### src/hdl/dcl_pkg.sv
// shared types and helpers for the digit code lock
// result record, command codes, register map and the mod-10 reduction
// no dependencies
`default_nettype none

package dcl_pkg;

  // default number of digit positions
  localparam int DCL_MAX_DIGITS = 8;

  // configuration port
  localparam int DCL_ADDR_W = 4;
  localparam int DCL_DATA_W = 32;

  // effective length arithmetic, wide enough for up to 16 positions
  localparam int DCL_LEN_CALC_W = 5;

  typedef enum logic [1:0] {
    CMD_NEW_ATTEMPT = 2'd0,
    CMD_INCREMENT   = 2'd1,
    CMD_CONFIRM     = 2'd2,
    CMD_RESTART     = 2'd3
  } dcl_cmd_t;

  typedef enum logic [1:0] {
    REG_SECRET_DIGITS = 2'd0,
    REG_CODE_LENGTH   = 2'd1,
    REG_ATTEMPT_LIMIT = 2'd2
  } dcl_reg_idx_t;

  typedef struct packed {
    logic [2:0]  lock_status;
    logic [2:0]  digit_position;
    logic [31:0] entered_digits;
    logic [7:0]  attempt_count;
    logic [3:0]  length_in_use;
  } dcl_result_t;

  // 8-bit value mod 10 via reciprocal multiply, exact for values below 1029
  function automatic logic [3:0] dcl_mod10(input logic [7:0] val);
    logic [18:0] prod;
    logic [7:0]  quot;
    logic [11:0] back;
    logic [11:0] rem;
    prod = {11'd0, val} * 19'd205;
    quot = prod[18:11];
    back = {4'd0, quot} * 12'd10;
    rem  = {4'd0, val} - back;
    return rem[3:0];
  endfunction

endpackage

`default_nettype wire

### src/hdl/dcl_skid.sv
// two-entry output stage for the digit code lock result channel
// a result register plus one skid entry, ready is registered
// depends on dcl_pkg
`default_nettype none

module dcl_skid (
  input  wire logic                 clk,
  input  wire logic                 rst_n,
  input  wire logic                 in_valid,
  output logic                      in_ready,
  input  wire dcl_pkg::dcl_result_t in_data,
  output logic                      out_valid,
  input  wire logic                 out_ready,
  output dcl_pkg::dcl_result_t      out_data
);
  import dcl_pkg::*;

  logic        out_v_r;
  logic        skid_v_r;
  dcl_result_t out_r;
  dcl_result_t skid_r;
  logic        in_fire;
  logic        out_fire;

  assign in_ready  = !skid_v_r;
  assign out_valid = out_v_r;
  assign out_data  = out_r;
  assign in_fire   = in_valid && !skid_v_r;
  assign out_fire  = out_v_r && out_ready;

  // valid flags
  always_ff @(posedge clk) begin
    if (!rst_n) begin
      out_v_r  <= 1'b0;
      skid_v_r <= 1'b0;
    end else if (skid_v_r) begin
      if (out_fire) begin
        skid_v_r <= 1'b0;
      end
    end else if (in_fire) begin
      if (out_v_r && !out_ready) begin
        skid_v_r <= 1'b1;
      end else begin
        out_v_r <= 1'b1;
      end
    end else if (out_fire) begin
      out_v_r <= 1'b0;
    end
  end

  // payload, no reset
  always_ff @(posedge clk) begin
    if (skid_v_r) begin
      if (out_fire) begin
        out_r <= skid_r;
      end
    end else if (in_fire) begin
      if (out_v_r && !out_ready) begin
        skid_r <= in_data;
      end else begin
        out_r <= in_data;
      end
    end
  end

endmodule

`default_nettype wire

### src/hdl/digit_code_lock_fsm.sv
// top level of the keypad digit code lock
// state machine, digit store and configuration registers; result goes out through dcl_skid
// depends on dcl_pkg and dcl_skid
//
//   channel   handshake            payload
//   -------   ------------------   ----------------------------------------------
//   in        in_valid/in_ready    in_cmd, in_amount
//   out       out_valid/out_ready  out_lock_status, out_digit_position,
//                                  out_entered_digits, out_attempt_count,
//                                  out_length_in_use
//   cfg       psel/penable/pwrite  paddr, pwdata, prdata, pready (always high)
//
// one item per cycle while in_ready is high: the state update is a single pass of
// logic from the accepted command into the state registers and the result register
// a result is registered in the output stage before it shows on out
// the output stage holds two results, so in stalls only when both are taken
// rst_n is synchronous; it returns the lock to idle with a cleared entry
// and restores the register defaults
`default_nettype none

module digit_code_lock_fsm #(
  parameter int MAX_DIGITS = dcl_pkg::DCL_MAX_DIGITS
) (
  input  wire logic                          clk,
  input  wire logic                          rst_n,
  // configuration port
  input  wire logic                          psel,
  input  wire logic                          penable,
  input  wire logic                          pwrite,
  input  wire logic [dcl_pkg::DCL_ADDR_W-1:0] paddr,
  input  wire logic [dcl_pkg::DCL_DATA_W-1:0] pwdata,
  output logic      [dcl_pkg::DCL_DATA_W-1:0] prdata,
  output logic                               pready,
  // command channel
  input  wire logic                          in_valid,
  output logic                               in_ready,
  input  wire logic [1:0]                    in_cmd,
  input  wire logic [7:0]                    in_amount,
  // result channel
  output logic                               out_valid,
  input  wire logic                          out_ready,
  output logic [2:0]                         out_lock_status,
  output logic [2:0]                         out_digit_position,
  output logic [31:0]                        out_entered_digits,
  output logic [7:0]                         out_attempt_count,
  output logic [3:0]                         out_length_in_use
);
  import dcl_pkg::*;

  localparam int POS_W = (MAX_DIGITS > 1) ? $clog2(MAX_DIGITS) : 1;
  localparam int LEN_W = $clog2(MAX_DIGITS + 1);
  localparam int EXT_W = 4 * MAX_DIGITS + 32;

  // state codes double as the reported status
  typedef enum logic [2:0] {
    ST_IDLE     = 3'd0,
    ST_ENTERING = 3'd1,
    ST_WRONG    = 3'd2,
    ST_GRANTED  = 3'd3,
    ST_LOCKED   = 3'd4
  } state_t;

  // configuration registers
  logic [31:0] secret_r;
  logic [3:0]  code_len_r;
  logic [7:0]  limit_r;

  // lock state
  state_t      state_r, state_nxt;
  logic [3:0]  digit_r   [MAX_DIGITS];
  logic [3:0]  digit_nxt [MAX_DIGITS];
  logic [POS_W-1:0] pos_r, pos_nxt;
  logic [7:0]  att_r, att_nxt;

  logic        in_fire;
  logic        cfg_wr;
  dcl_cmd_t    cmd;
  dcl_reg_idx_t reg_idx;

  logic [DCL_LEN_CALC_W-1:0] len_raw;
  logic [LEN_W-1:0]          len;
  logic [LEN_W-1:0]          pos_plus;
  logic [8:0]                att_plus;
  logic [3:0]                amt_mod;
  logic [4:0]                dig_sum;
  logic [3:0]                dig_inc;
  logic [EXT_W-1:0]          secret_ext;
  logic [EXT_W-1:0]          packed_ext;
  logic                      match;
  logic [31:0]               pos_ext;

  dcl_result_t res;
  dcl_result_t out_res;

  assign pready  = 1'b1;
  assign cfg_wr  = psel && penable && pwrite;
  assign reg_idx = dcl_reg_idx_t'(paddr[3:2]);
  assign cmd     = dcl_cmd_t'(in_cmd);

  // register read-back
  always_comb begin
    case (reg_idx)
      REG_SECRET_DIGITS: prdata = secret_r;
      REG_CODE_LENGTH:   prdata = {28'd0, code_len_r};
      REG_ATTEMPT_LIMIT: prdata = {24'd0, limit_r};
      default:           prdata = '0;
    endcase
  end

  // effective length: zero reads as one, saturate at the store depth
  always_comb begin
    if (code_len_r == 4'd0) begin
      len_raw = DCL_LEN_CALC_W'(1);
    end else if ({1'b0, code_len_r} > DCL_LEN_CALC_W'(MAX_DIGITS)) begin
      len_raw = DCL_LEN_CALC_W'(MAX_DIGITS);
    end else begin
      len_raw = {1'b0, code_len_r};
    end
  end
  assign len = LEN_W'(len_raw);

  assign pos_plus   = LEN_W'(pos_r) + LEN_W'(1);
  assign att_plus   = {1'b0, att_r} + 9'd1;
  assign secret_ext = {(4 * MAX_DIGITS)'(0), secret_r};

  // digit + amount mod 10; stored digits are always below ten
  assign amt_mod = dcl_mod10(in_amount);
  assign dig_sum = {1'b0, digit_r[pos_r]} + {1'b0, amt_mod};
  assign dig_inc = (dig_sum >= 5'd10) ? 4'(dig_sum - 5'd10) : dig_sum[3:0];

  // parallel compare of the positions in use against the secret
  always_comb begin
    match = 1'b1;
    for (int i = 0; i < MAX_DIGITS; i++) begin
      if ((LEN_W'(i) < len) && (digit_r[i] != secret_ext[4*i +: 4])) begin
        match = 1'b0;
      end
    end
  end

  // next state for the accepted command
  always_comb begin
    state_nxt = state_r;
    pos_nxt   = pos_r;
    att_nxt   = att_r;
    for (int i = 0; i < MAX_DIGITS; i++) begin
      digit_nxt[i] = digit_r[i];
    end
    case (cmd)
      CMD_NEW_ATTEMPT: begin
        if (state_r inside {ST_ENTERING, ST_WRONG}) begin
          if (att_plus < {1'b0, limit_r}) begin
            state_nxt = ST_ENTERING;
            pos_nxt   = '0;
            att_nxt   = att_plus[7:0];
            for (int i = 0; i < MAX_DIGITS; i++) begin
              digit_nxt[i] = 4'd0;
            end
          end else begin
            state_nxt = ST_LOCKED;
          end
        end
      end
      CMD_INCREMENT: begin
        if (state_r == ST_ENTERING) begin
          digit_nxt[pos_r] = dig_inc;
        end
      end
      CMD_CONFIRM: begin
        if (state_r == ST_IDLE) begin
          state_nxt    = ST_ENTERING;
          pos_nxt      = '0;
          digit_nxt[0] = 4'd0;
        end else if (state_r == ST_ENTERING) begin
          if (pos_plus < len) begin
            // advance and clear the new position
            pos_nxt                    = pos_r + POS_W'(1);
            digit_nxt[pos_r + POS_W'(1)] = 4'd0;
          end else begin
            // last position, or length shrunk under us
            state_nxt = match ? ST_GRANTED : ST_WRONG;
          end
        end
      end
      CMD_RESTART: begin
        state_nxt = ST_IDLE;
        pos_nxt   = '0;
        att_nxt   = 8'd0;
        for (int i = 0; i < MAX_DIGITS; i++) begin
          digit_nxt[i] = 4'd0;
        end
      end
      default: begin
        state_nxt = state_r;
      end
    endcase
  end

  // pack the entry; positions beyond the length read as zero
  always_comb begin
    packed_ext = '0;
    for (int i = 0; i < MAX_DIGITS; i++) begin
      if (LEN_W'(i) < len) begin
        packed_ext[4*i +: 4] = digit_nxt[i];
      end
    end
  end

  assign pos_ext = 32'(pos_nxt);

  always_comb begin
    res.lock_status    = state_nxt;
    res.digit_position = pos_ext[2:0];
    res.entered_digits = packed_ext[31:0];
    res.attempt_count  = att_nxt;
    res.length_in_use  = len_raw[3:0];
  end

  assign in_fire = in_valid && in_ready;

  // state and configuration registers
  always_ff @(posedge clk) begin
    if (!rst_n) begin
      secret_r   <= 32'd0;
      code_len_r <= 4'd1;
      limit_r    <= 8'd1;
      state_r    <= ST_IDLE;
      pos_r      <= '0;
      att_r      <= 8'd0;
      for (int i = 0; i < MAX_DIGITS; i++) begin
        digit_r[i] <= 4'd0;
      end
    end else begin
      if (cfg_wr) begin
        case (reg_idx)
          REG_SECRET_DIGITS: secret_r   <= pwdata;
          REG_CODE_LENGTH:   code_len_r <= pwdata[3:0];
          REG_ATTEMPT_LIMIT: limit_r    <= pwdata[7:0];
          default: begin
            // unmapped address, write dropped
          end
        endcase
      end
      if (in_fire) begin
        state_r <= state_nxt;
        pos_r   <= pos_nxt;
        att_r   <= att_nxt;
        for (int i = 0; i < MAX_DIGITS; i++) begin
          digit_r[i] <= digit_nxt[i];
        end
      end
    end
  end

  // result register and skid entry
  dcl_skid u_skid (
    .clk       (clk),
    .rst_n     (rst_n),
    .in_valid  (in_valid),
    .in_ready  (in_ready),
    .in_data   (res),
    .out_valid (out_valid),
    .out_ready (out_ready),
    .out_data  (out_res)
  );

  assign out_lock_status    = out_res.lock_status;
  assign out_digit_position = out_res.digit_position;
  assign out_entered_digits = out_res.entered_digits;
  assign out_attempt_count  = out_res.attempt_count;
  assign out_length_in_use  = out_res.length_in_use;

endmodule

`default_nettype wire
### config.mk
export PLATFORM = sky130hd
export DESIGN_NAME = digit_code_lock_fsm
export DESIGN_NICKNAME = d
export VERILOG_FILES = /design/src/hdl/dcl_pkg.sv /design/src/hdl/dcl_skid.sv /design/src/hdl/digit_code_lock_fsm.sv
export SDC_FILE = /design/constraint.sdc
export NUM_CORES = 1
export LEC_CHECK = 0
export BUFFER_PORTS_ARGS = -buffer_cell sky130_fd_sc_hd__clkbuf_2
export CAP_MARGIN = 20
export CORE_MARGIN = 1.5
export CORE_UTILIZATION = 45
export CTS_CLUSTER_DIAMETER = 60
export DETAILED_ROUTE_END_ITERATION = 12
export SLEW_MARGIN = 20
export SYNTH_ARGS = -nofsm -noshare
export SYNTH_HDL_FRONTEND = slang
export SYNTH_SLANG_ARGS = --single-unit
export TNS_END_PERCENT = 10
### constraint.sdc
create_clock -name clk -period 13.89 [get_ports clk]
set_clock_uncertainty 0.2 [all_clocks]
set_input_delay 0.6945 -clock clk [delete_from_list [all_inputs] [get_ports clk]]
set_output_delay 0.6945 -clock clk [all_outputs]
set_load 0.03 [all_outputs]
Word level (Yosys, flattened, before mapping)
Memories as Yosys holds them, arrays and structs flattened. A register that Yosys moved wholly into a read port is not among the register bits.
Index checks and enable logic that the tools add are counted.
{"block": "word_totals", "ff_bits": 160, "mem_bits_rw": 32, "inputBits": 53, "output_inout_bits": 85, "elab_cells": 178, "mem_count": 1}
{"block": "op_classes", "n_addsub": 6, "multipliers": 2, "magnitude_cmp": 16, "eq_ne": 18, "mux": 74, "bitwise_logic": 13, "n_reduce_logical": 30}
{"name": "digit_r", "depth": 8, "word_bits": 4, "rd": 9, "rd_ports_with_merged_regs": 1, "write_ports": 8, "line_no": "digit_code_lock_fsm.sv:70", "text": "logic [3:0] digit_r [MAX_DIGITS];"}
{"op": "2-to-1 mux 50 bit", "count": 4}
{"op": "2-to-1 mux 32 bit", "count": 5}
{"op": "case mux 32 bit (4 select lines)", "count": 1}
{"op": "case mux 32 bit (3 select lines)", "count": 1}
{"op": "2-to-1 mux 4 bit", "count": 22}
{"op": "2-to-1 mux 3 bit", "count": 12}
{"op": "bitwise AND 32 bit", "count": 1}
{"op": "bitwise mux 32 bit", "count": 1}
{"op": "inequality test 4 bit", "count": 8}
{"op": "inverter 32 bit", "count": 1}
{"op": "2-to-1 mux 28 bit", "count": 1}
{"op": "demux 4 bit (select 3 bit)", "count": 2}
{"op": "2-to-1 mux 1 bit", "count": 20}
{"op": "case mux 3 bit (3 select lines)", "count": 2}
{"op": "less-than comparator 3 x 4 -> 1 bit, first input constant", "count": 4}
{"op": "multiplier 8 x 8 -> 16 bit, second input constant", "count": 1}
{"op": "2-to-1 mux 8 bit", "count": 2}
{"op": "case mux 8 bit (2 select lines)", "count": 1}
{"op": "logical AND 1 bit", "count": 15}
{"op": "adder 8 x 1 -> 9 bit, second input constant", "count": 1}
{"op": "less-than comparator 9 x 8 -> 1 bit", "count": 1}
{"op": "AND reduction 3 bit", "count": 3}
{"op": ">= comparator 4 bit, second input constant", "count": 2}
{"op": "less-than comparator 1 x 4 -> 1 bit, first input constant", "count": 2}
{"op": "other kinds (26)", "count": 46}

Longest topological paths before layout
Gate-level depths: netlist (run 1).
{"block": "depth", "ltp_word": 21, "ltp_mapped": 27, "depth_no_buf": 26}

Cells and area by module
A second synthesis (run 1) with hierarchy kept.
{"block": "hier_totals", "cells_unflattened": 1053, "area_unflattened_um2": 11392.2}
{"module": "digit_code_lock_fsm", "n_inst": 1, "cells_per_inst": 883, "area_each_um2": 7472.2, "seq_area_each_um2": 2182.1}
{"module": "dcl_skid", "n_inst": 1, "cells_per_inst": 170, "area_each_um2": 3920.0, "seq_area_each_um2": 3042.9}

Worst setup path before layout (run 1)
Ideal clock, no wire load.
{"block": "synth_timing", "path_kind": "input port to flip-flop", "startpoint": "input port in_amount[1]", "endpoint": "register u_skid.out_r (netlist bit u_skid.out_data[29]), data pin", "setup_ns": 0.261, "t_arrival_ns": 6.468, "required_ns": 13.429, "path_slack_ns": 6.961, "path_stages": 26, "path_buffers": 0, "cell_sequence": "ha_1 -> xor2_1 -> ha_1 -> fa_1 -> inv_1 -> fa_1 -> inv_1 -> ha_1 -> nor3_1 -> nor3_1 -> a311o_1 -> a21o_1 -> xor2_1 -> fa_1 -> xnor2_1 -> xnor2_1 -> xnor2_1 -> xnor2_1 -> xnor2_1 -> ha_1 -> inv_1 -> a21oi_1 -> o21ai_1 -> a211oi_2 -> or2_2 -> a221o_1"}
{"block": "synth_via", "elab_chain_len": 13, "word_cells_on_any_way": 14, "cone_classes": "add/sub: 3; mul: 2; order compare: 1; mux: 8"}
{"element": "start: declaration", "line_no": "digit_code_lock_fsm.sv:38", "text": "input wire logic [7:0] in_amount,"}
{"element": "multiplier 8 x 8 -> 16 bit", "line_no": "dcl_pkg.sv:45", "text": "prod = {11'd0, val} * 19'd205;"}
{"element": "multiplier 5 x 3 -> 3 bit", "line_no": "dcl_pkg.sv:47", "text": "back = {4'd0, quot} * 12'd10;"}
{"element": "subtractor 4 bit *", "line_no": "dcl_pkg.sv:48", "text": "rem = {4'd0, val} - back;"}
{"element": "adder 4 x 4 -> 5 bit *", "line_no": "digit_code_lock_fsm.sv:128", "text": "assign dig_sum = {1'b0, digit_r[pos_r]} + {1'b0, amt_mod};"}
{"element": "subtractor 4 bit or >= comparator 5 x 4 -> 1 bit (tied branches)", "line_no": "digit_code_lock_fsm.sv:129", "text": "assign dig_inc = (dig_sum >= 5'd10) ? 4'(dig_sum - 5'd10) : dig_sum[3:0];"}
{"element": "2-to-1 mux 4 bit *", "line_no": "digit_code_lock_fsm.sv:129"}
{"element": "bitwise mux 32 bit *", "line_no": "digit_code_lock_fsm.sv:166", "text": "digit_nxt[pos_r] = dig_inc;"}
{"element": "2-to-1 mux 32 bit *", "line_no": "digit_code_lock_fsm.sv:165", "text": "if (state_r == ST_ENTERING) begin"}
{"element": "case mux 32 bit (4 select lines) *", "line_no": "digit_code_lock_fsm.sv:149", "text": "case (cmd)"}
{"element": "2-to-1 mux 4 bit *", "line_no": "digit_code_lock_fsm.sv:203", "text": "if (LEN_W'(i) < len) begin"}
{"element": "2-to-1 mux 50 bit *", "line_no": "dcl_skid.sv:58", "text": "if (out_v_r && !out_ready) begin"}
{"element": "2-to-1 mux 50 bit *", "line_no": "dcl_skid.sv:57", "text": "end else if (in_fire) begin"}
{"element": "2-to-1 mux 50 bit *", "line_no": "dcl_skid.sv:53", "text": "if (skid_v_r) begin"}
{"element": "end signal: assignment", "line_no": "dcl_skid.sv:55", "text": "out_r <= skid_r;"}
{"element": "end signal: assignment", "line_no": "dcl_skid.sv:61", "text": "out_r <= in_data;"}
{"element": "end: declaration", "line_no": "dcl_skid.sv:20", "text": "dcl_result_t out_r;"}
Every way passes the cells marked *; elsewhere a longest branch is shown, timed or not. The select of a mux whose other input is x is not followed.
A chain may end at the register's enable or synchronous reset.

Worst setup path in the final report (run 1)
{"block": "layout_timing", "startpoint": "input port in_amount[1]", "endpoint": "register u_skid.out_r (netlist bit u_skid.out_data[21]), data pin"}
The elaborated chain is that of the path after synthesis.

==> results of run 1 <==
-- Yosys cell counts (8+ instances only) --
| library cell | n |
|---|---|
| mux2_2 | 8 |
| xnor2_1 | 33 |
| o22ai_1 | 9 |
| a21oi_1 | 59 |
| dfxtp_1 | 63 |
| o21ai_0 | 66 |
| a21boi_0 | 39 |
| o21ai_1 | 12 |
| mux4_2 | 8 |
| a21boi_1 | 8 |
| nand3_1 | 32 |
| nor3_1 | 22 |
| ha_1 | 57 |
| xor2_1 | 18 |
| nor2_1 | 54 |
| edfxtp_1 | 132 |
| inv_1 | 45 |
| clkbuf_1 | 46 |
| a31oi_1 | 19 |
| buf_2 | 8 |
| nor2b_1 | 17 |
| or3_1 | 8 |
| nand2_1 | 148 |
| mux2i_1 | 24 |
| and2_1 | 35 |
| fa_1 | 12 |
-- per-layer routing --
layer / wire length [um] / track usage / vias to the layer above
li1: - / - / 4410
met1: 15100 / 0.362 / 4352
met2: 13400 / 0.356 / 383
met3: 2350 / 0.0491 / 45
met4: 816 / 0.0917 / 0
met5: 0 / 0 / -
-- through the flow --
| step | hold slack [ps] | util |
|---|---|---|
| after floorplan | 257 | - |
| after global placement | 279 | 0.494 |
| after detailed placement | 284 | 0.494 |
| after CTS | 263 | 0.517 |
| after global routing | 275 | 0.517 |
| final | 268 | 0.517 |
-- layout make-up --
class | count | area [um^2] | share of cell area
Multi-Input combinational cell | 839 | 5840 | 0.448
Sequential cell | 195 | 5230 | 0.401
Timing Repair Buffer | 149 | 783 | 0.0601
Clock buffer | 17 | 425 | 0.0327
Tap cell | 330 | 413 | 0.0317
Inverter | 48 | 180 | 0.0138
Clock inverter | 15 | 155 | 0.0119
-- registers in the layout (all words and copies together) (netlist names), named ones only --
signal / flops
att_r: 8
code_len_r: 4
digit_r: 32
limit_r: 8
pos_r: 3
secret_r: 32
state_r: 3
u_skid.out_data: 50
u_skid.out_valid: 1
u_skid.skid_r: 50
u_skid.skid_v_r: 1
-- power breakdown --
group          switching (uW)  internal, uW
clock network             237           267
logic                     395           203
registers                20.5           646
total                     653          1120
-- worst max-delay path: stages --
cell      delay, ps
clkbuf_2        120
ha_1            340
xor2_1          170
ha_1            320
fa_1            510
inv_1            50
fa_1            520
inv_1            40
ha_1            270
nor3_1          250
nor3_1           90
a311o_1         360
a21o_1          210
xor2_1          160
fa_1            410
xnor2_1         140
xnor2_1         180
xnor2_1         150
xnor2_1         150
xnor2_1         110
ha_1            260
a211oi_1        350
o21ai_1         240
a211oi_2        690
nor2_1          250
o221ai_1        330
-- cell families (layout without fill, tap and decap cells) --
family | after synthesis | after routing | synth area share
flip-flops | 195 | 195 | 0.454
multiplexers | 40 | 40 | 0.0443
buffers and inverters | 115 | 229 | 0.0419
AND/OR/NAND/NOR | 371 | 371 | 0.158
adder cells (fa/ha/maj) | 69 | 69 | 0.0828
other | 1 | 1 | 0.000326
AO/OA/AOI/OAI | 306 | 306 | 0.179
XOR/XNOR | 52 | 52 | 0.0402
-- worst max path at each step --
stage                     slack (ps)                   to  depth (start not counted)
final                           6540  u_skid.out_data[21]                         26
after global routing            6270  u_skid.out_data[21]                         26
after CTS                       6590  u_skid.out_data[21]                         26
after detailed placement        6150  u_skid.out_data[21]                         26
after global placement          6130  u_skid.out_data[21]                         26
after floorplan                 6960  u_skid.out_data[29]                         26
==> results.cfg, run 1 <==
[place]
dpl_cell_area_mm2 = 0.0124
port_buffers = 134
gp_congestion = 0.898
dp.cells = 1561
dp_hpwl_mm = 22.6
dp_slack_ps = 6150

[clock_tree]
hold_buffers = 0
cts_tree = done
htree_levels = 4
path_clk_slew_ps = 80
cts_buffers = 17
cts-resized-gates = 0
cts_sinks = 195
cts-root-buf = clkbuf_16
post-cts-setup-buffer-count = 0
clockBufferDepth = 2
insertion_delay_ps = 450

[cells_and_area]
nNetsFinal = 1372
final_common_cell = nand2_1
nFillCells = 2321
n_antenna_cell = 0
drive_above_1_share = 0.184
stdcell_count = 1593
most-common-layout-cells = 147 x nand2_1, 134 x clkbuf_2, 132 x edfxtp_1
area_delta_synth_final_pct = 13.1
fin_area_mm2 = 0.0130

[logic_synthesis]
synth_largest_area_cell = edfxtp_1
yosys_warnings = 0
async_flop_share = 0
synth_top_area_frac = 0.344
syn_nets = 1271
synth_edf_count = 132
avgSynthCellArea_um2 = 10.0
ys_types = 84
ys_ff_latch = 195
synthTopCellsByArea = edfxtp_1 34%, dfxtp_1 11%, ha_1 6.2%, nand2_1 4.8%, o21ai_0 2.9%
synthFlopType = edfxtp_1
synthesis.area_mm2 = 0.0115
synthCells = 1149
synth_seq_area_share = 0.454

[die]
pin_count = 138
die_w_um = 163
rows = 58
initial_core_util = 0.457
die_y_um = 163
die_area_mm2 = 0.0266
core_mm2 = 0.0252

[grt]
grt_pass1_wl_mm = 49.6
grt_pass1_vias = 8655
grt-ovfl-total = 0
grt_max_degree = 73
grtUsageTotal = 0.246
antenna_found_initial = 0

[status]
outcome = completed

[timing]
slew_headroom = 0.287
finalSetupViolations = 0
fin_tns_setup_ps = 0
period_needed_ps = 7350
hold_viol_final = 0
rsz0062_at_grt = no
finalWorstSetupSlack_ps = 6540
final_max_slew_viol_count = 0
max_freq_mhz = 136
period_share = 0.529
worstMarginPinSlew_ps = 1070

[drt]
dr.pass1.iters = 5
drt_iter0_markers = 815
vias = 9190
vias_per_cell = 5.77
drtAntennaViolNets = 0
drt-total-wl_mm = 31.7
drc = 0
wl_per_cell_um = 19.9

[hold_path]
hold_path.class = in2reg
holdPathEnd = secret_r[15]
hold_depth = 3
min_from = pwdata[15]

[setup_path]
crit_type = in2reg
cp.required_ps = 13940
r2r_end = u_skid.out_data[21]
crit_path_start_kind = input pin
cp_max_fo = 9
rrSetupSlack_ps = 8940
cp.arrival_ps = 7400
cp-end-kind = flip-flop
crit_start = in_amount[1]
reg2regPathDepth = 12

[flow_run]
cap_violations = 0

[pwr]
vdd_ir_drop_max_uv = 99.2
power_density_mw_per_mm2 = 136
p_leak_uw = 0.00504
total_power_uw = 1770
No activity file was read; power rests on OpenSTA's default activity.
==> run 2: changes to the inputs <==
==> constraint.sdc (replaced) <==
create_clock -name clk -period 7.2 [get_ports clk]
set_clock_uncertainty 0.2 [all_clocks]
set_input_delay 0.36 -clock clk [delete_from_list [all_inputs] [get_ports clk]]
set_output_delay 0.36 -clock clk [all_outputs]
set_load 0.03 [all_outputs]
==> results.cfg, run 2 (same netlist as run 1, synthesis figures left out) <==
[clock_tree]
cts-root-buf = clkbuf_16
cts_tree = done
insertion_delay_ps = 450
cts_sinks = 195
path_clk_slew_ps = 70
htree_levels = 4
clockBufferDepth = 2
cts_buffers = 17

[timing]
worstMarginPinSlew_ps = 1070
rsz0062_at_grt = no
period_needed_ps = 6760
hold_viol_final = 0
finalSetupViolations = 0
max_freq_mhz = 148
fin_tns_setup_ps = 0
period_share = 0.938
slew_headroom = 0.279
final_max_slew_viol_count = 0

[setup_path]
path_delay_family = adder cells
reg2regPathDepth = 9
cp.depth = 25
crit_buf_inv = 5
cp.required_ps = 7190
critPathSlowestCell = fa_1
crit_type = in2reg
worst_path_most_repeated_cell = ha_1
cp-end-kind = flip-flop
critical-path-max-stage-delay_ps = 530
cp_max_fo = 8
cp.arrival_ps = 6750
crit_path_start_kind = input pin

[grt]
grt_pass1_wl_mm = 50.3
grtUsageTotal = 0.250
antenna_found_initial = 0
grt-ovfl-total = 0
grt_pass1_vias = 8766
grt_max_degree = 73

[place]
dp.cells = 1568
gp_congestion = 0.872
port_buffers = 134
dp_hpwl_mm = 23.2
dpl_cell_area_mm2 = 0.0125

[cells_and_area]
drive_above_1_share = 0.184
final_common_cell = nand2_1
n_antenna_cell = 0
most-common-layout-cells = 147 x nand2_1, 134 x clkbuf_2, 132 x edfxtp_1
area_delta_synth_final_pct = 16.4
stdcell_count = 1634
fin_area_mm2 = 0.0134
nFillCells = 2256
nNetsFinal = 1413

[hold_path]
hold_depth = 4
hold_path.class = in2reg

[drt]
drc = 0
drt-total-wl_mm = 32.5
wl_per_cell_um = 19.9
drt_iter0_markers = 924
vias = 9488
drtAntennaViolNets = 0
dr.pass1.iters = 5
vias_per_cell = 5.81

[die]
die_y_um = 163
die_w_um = 163
core_mm2 = 0.0252
rows = 58
die_area_mm2 = 0.0266
initial_core_util = 0.457
pin_count = 138

[status]
outcome = completed

[pwr]
vdd_ir_drop_max_uv = 276
p_leak_uw = 0.00522
power_density_mw_per_mm2 = 256

[flow_run]
cap_violations = 0
run 2: cell types whose count changed in the layout (fill, tap and decap cells not counted), sizes merged:
cell / previous run / this run
inv: 51 / 55
clkinv: 7 / 6
clkinvlp: 3 / 0
clkbuf: 151 / 153
dlygate4sd3: 0 / 34
buf: 15 / 22
bufinv: 2 / 0
run 2: worst paths after layout:
| kind | slack, ps | start | endpoint |
|---|---|---|---|
| setup / recovery | 440 | in_amount[1] | u_skid.out_data[30] |
| hold / removal | 140 | out_ready | u_skid.out_valid |
| setup reg to reg | 2430 | code_len_r[3] | u_skid.out_data[36] |
| hold reg to reg | 300 | secret_r[26] | secret_r[26] |
run 2: timing repair:
item	4_1_cts	5_1_grt
hold buffers	34	0
setup buffers	0	0
gates resized for setup	0	0
endpoints found under the hold margin	38	0
run 2: worst register-to-register path: cells and delay by family, from the launching register on:
kind | cells | cell delay (ps)
compound gates | 4 | 2110
fa+ha+maj | 1 | 200
flops | 1 | 860
simple gates | 3 | 540
buf+inv | 1 | 670
run 2: final cells by class:
class / count / area [um^2] / share of cell area
Clock buffer: 19 / 453 / 0.0338
Clock inverter: 13 / 113 / 0.00839
Inverter: 48 / 180 / 0.0134
Multi-Input combinational cell: 839 / 5840 / 0.435
Sequential cell: 195 / 5230 / 0.390
Tap cell: 330 / 413 / 0.0308
Timing Repair Buffer: 190 / 1190 / 0.0886
run 2: power by group:
| group | switching, uW | internal, uW | total, uW | leakage, uW |
|---|---|---|---|---|
| combinational | 753 | 454 | 1210 | 0.00307 |
| clock | 472 | 474 | 946 | 0.000284 |
| sequential | 40.7 | 1250 | 1290 | 0.00187 |
| total | 1270 | 2170 | 3440 | 0.00522 |
run 2: per-stage QoR:
step | total power [uW] | hold WS, ps | setup WS [ps] | util
after floorplan | 2140 | 257 | 606 | -
after global placement | 2460 | 278 | 115 | 0.497
after detailed placement | 2490 | 287 | 4.30 | 0.497
after CTS | 3440 | 127 | 451 | 0.533
after global routing | 3610 | 221 | 203 | 0.533
final | 3440 | 142 | 443 | 0.533
run 2: routing by layer:
metal / vias to the layer above / track usage / wire length [um]
li1: 4493 / - / -
met1: 4581 / 0.370 / 15200
met2: 364 / 0.370 / 14200
met3: 50 / 0.0443 / 2200
met4: 0 / 0.0801 / 824
met5: - / 0 / 0
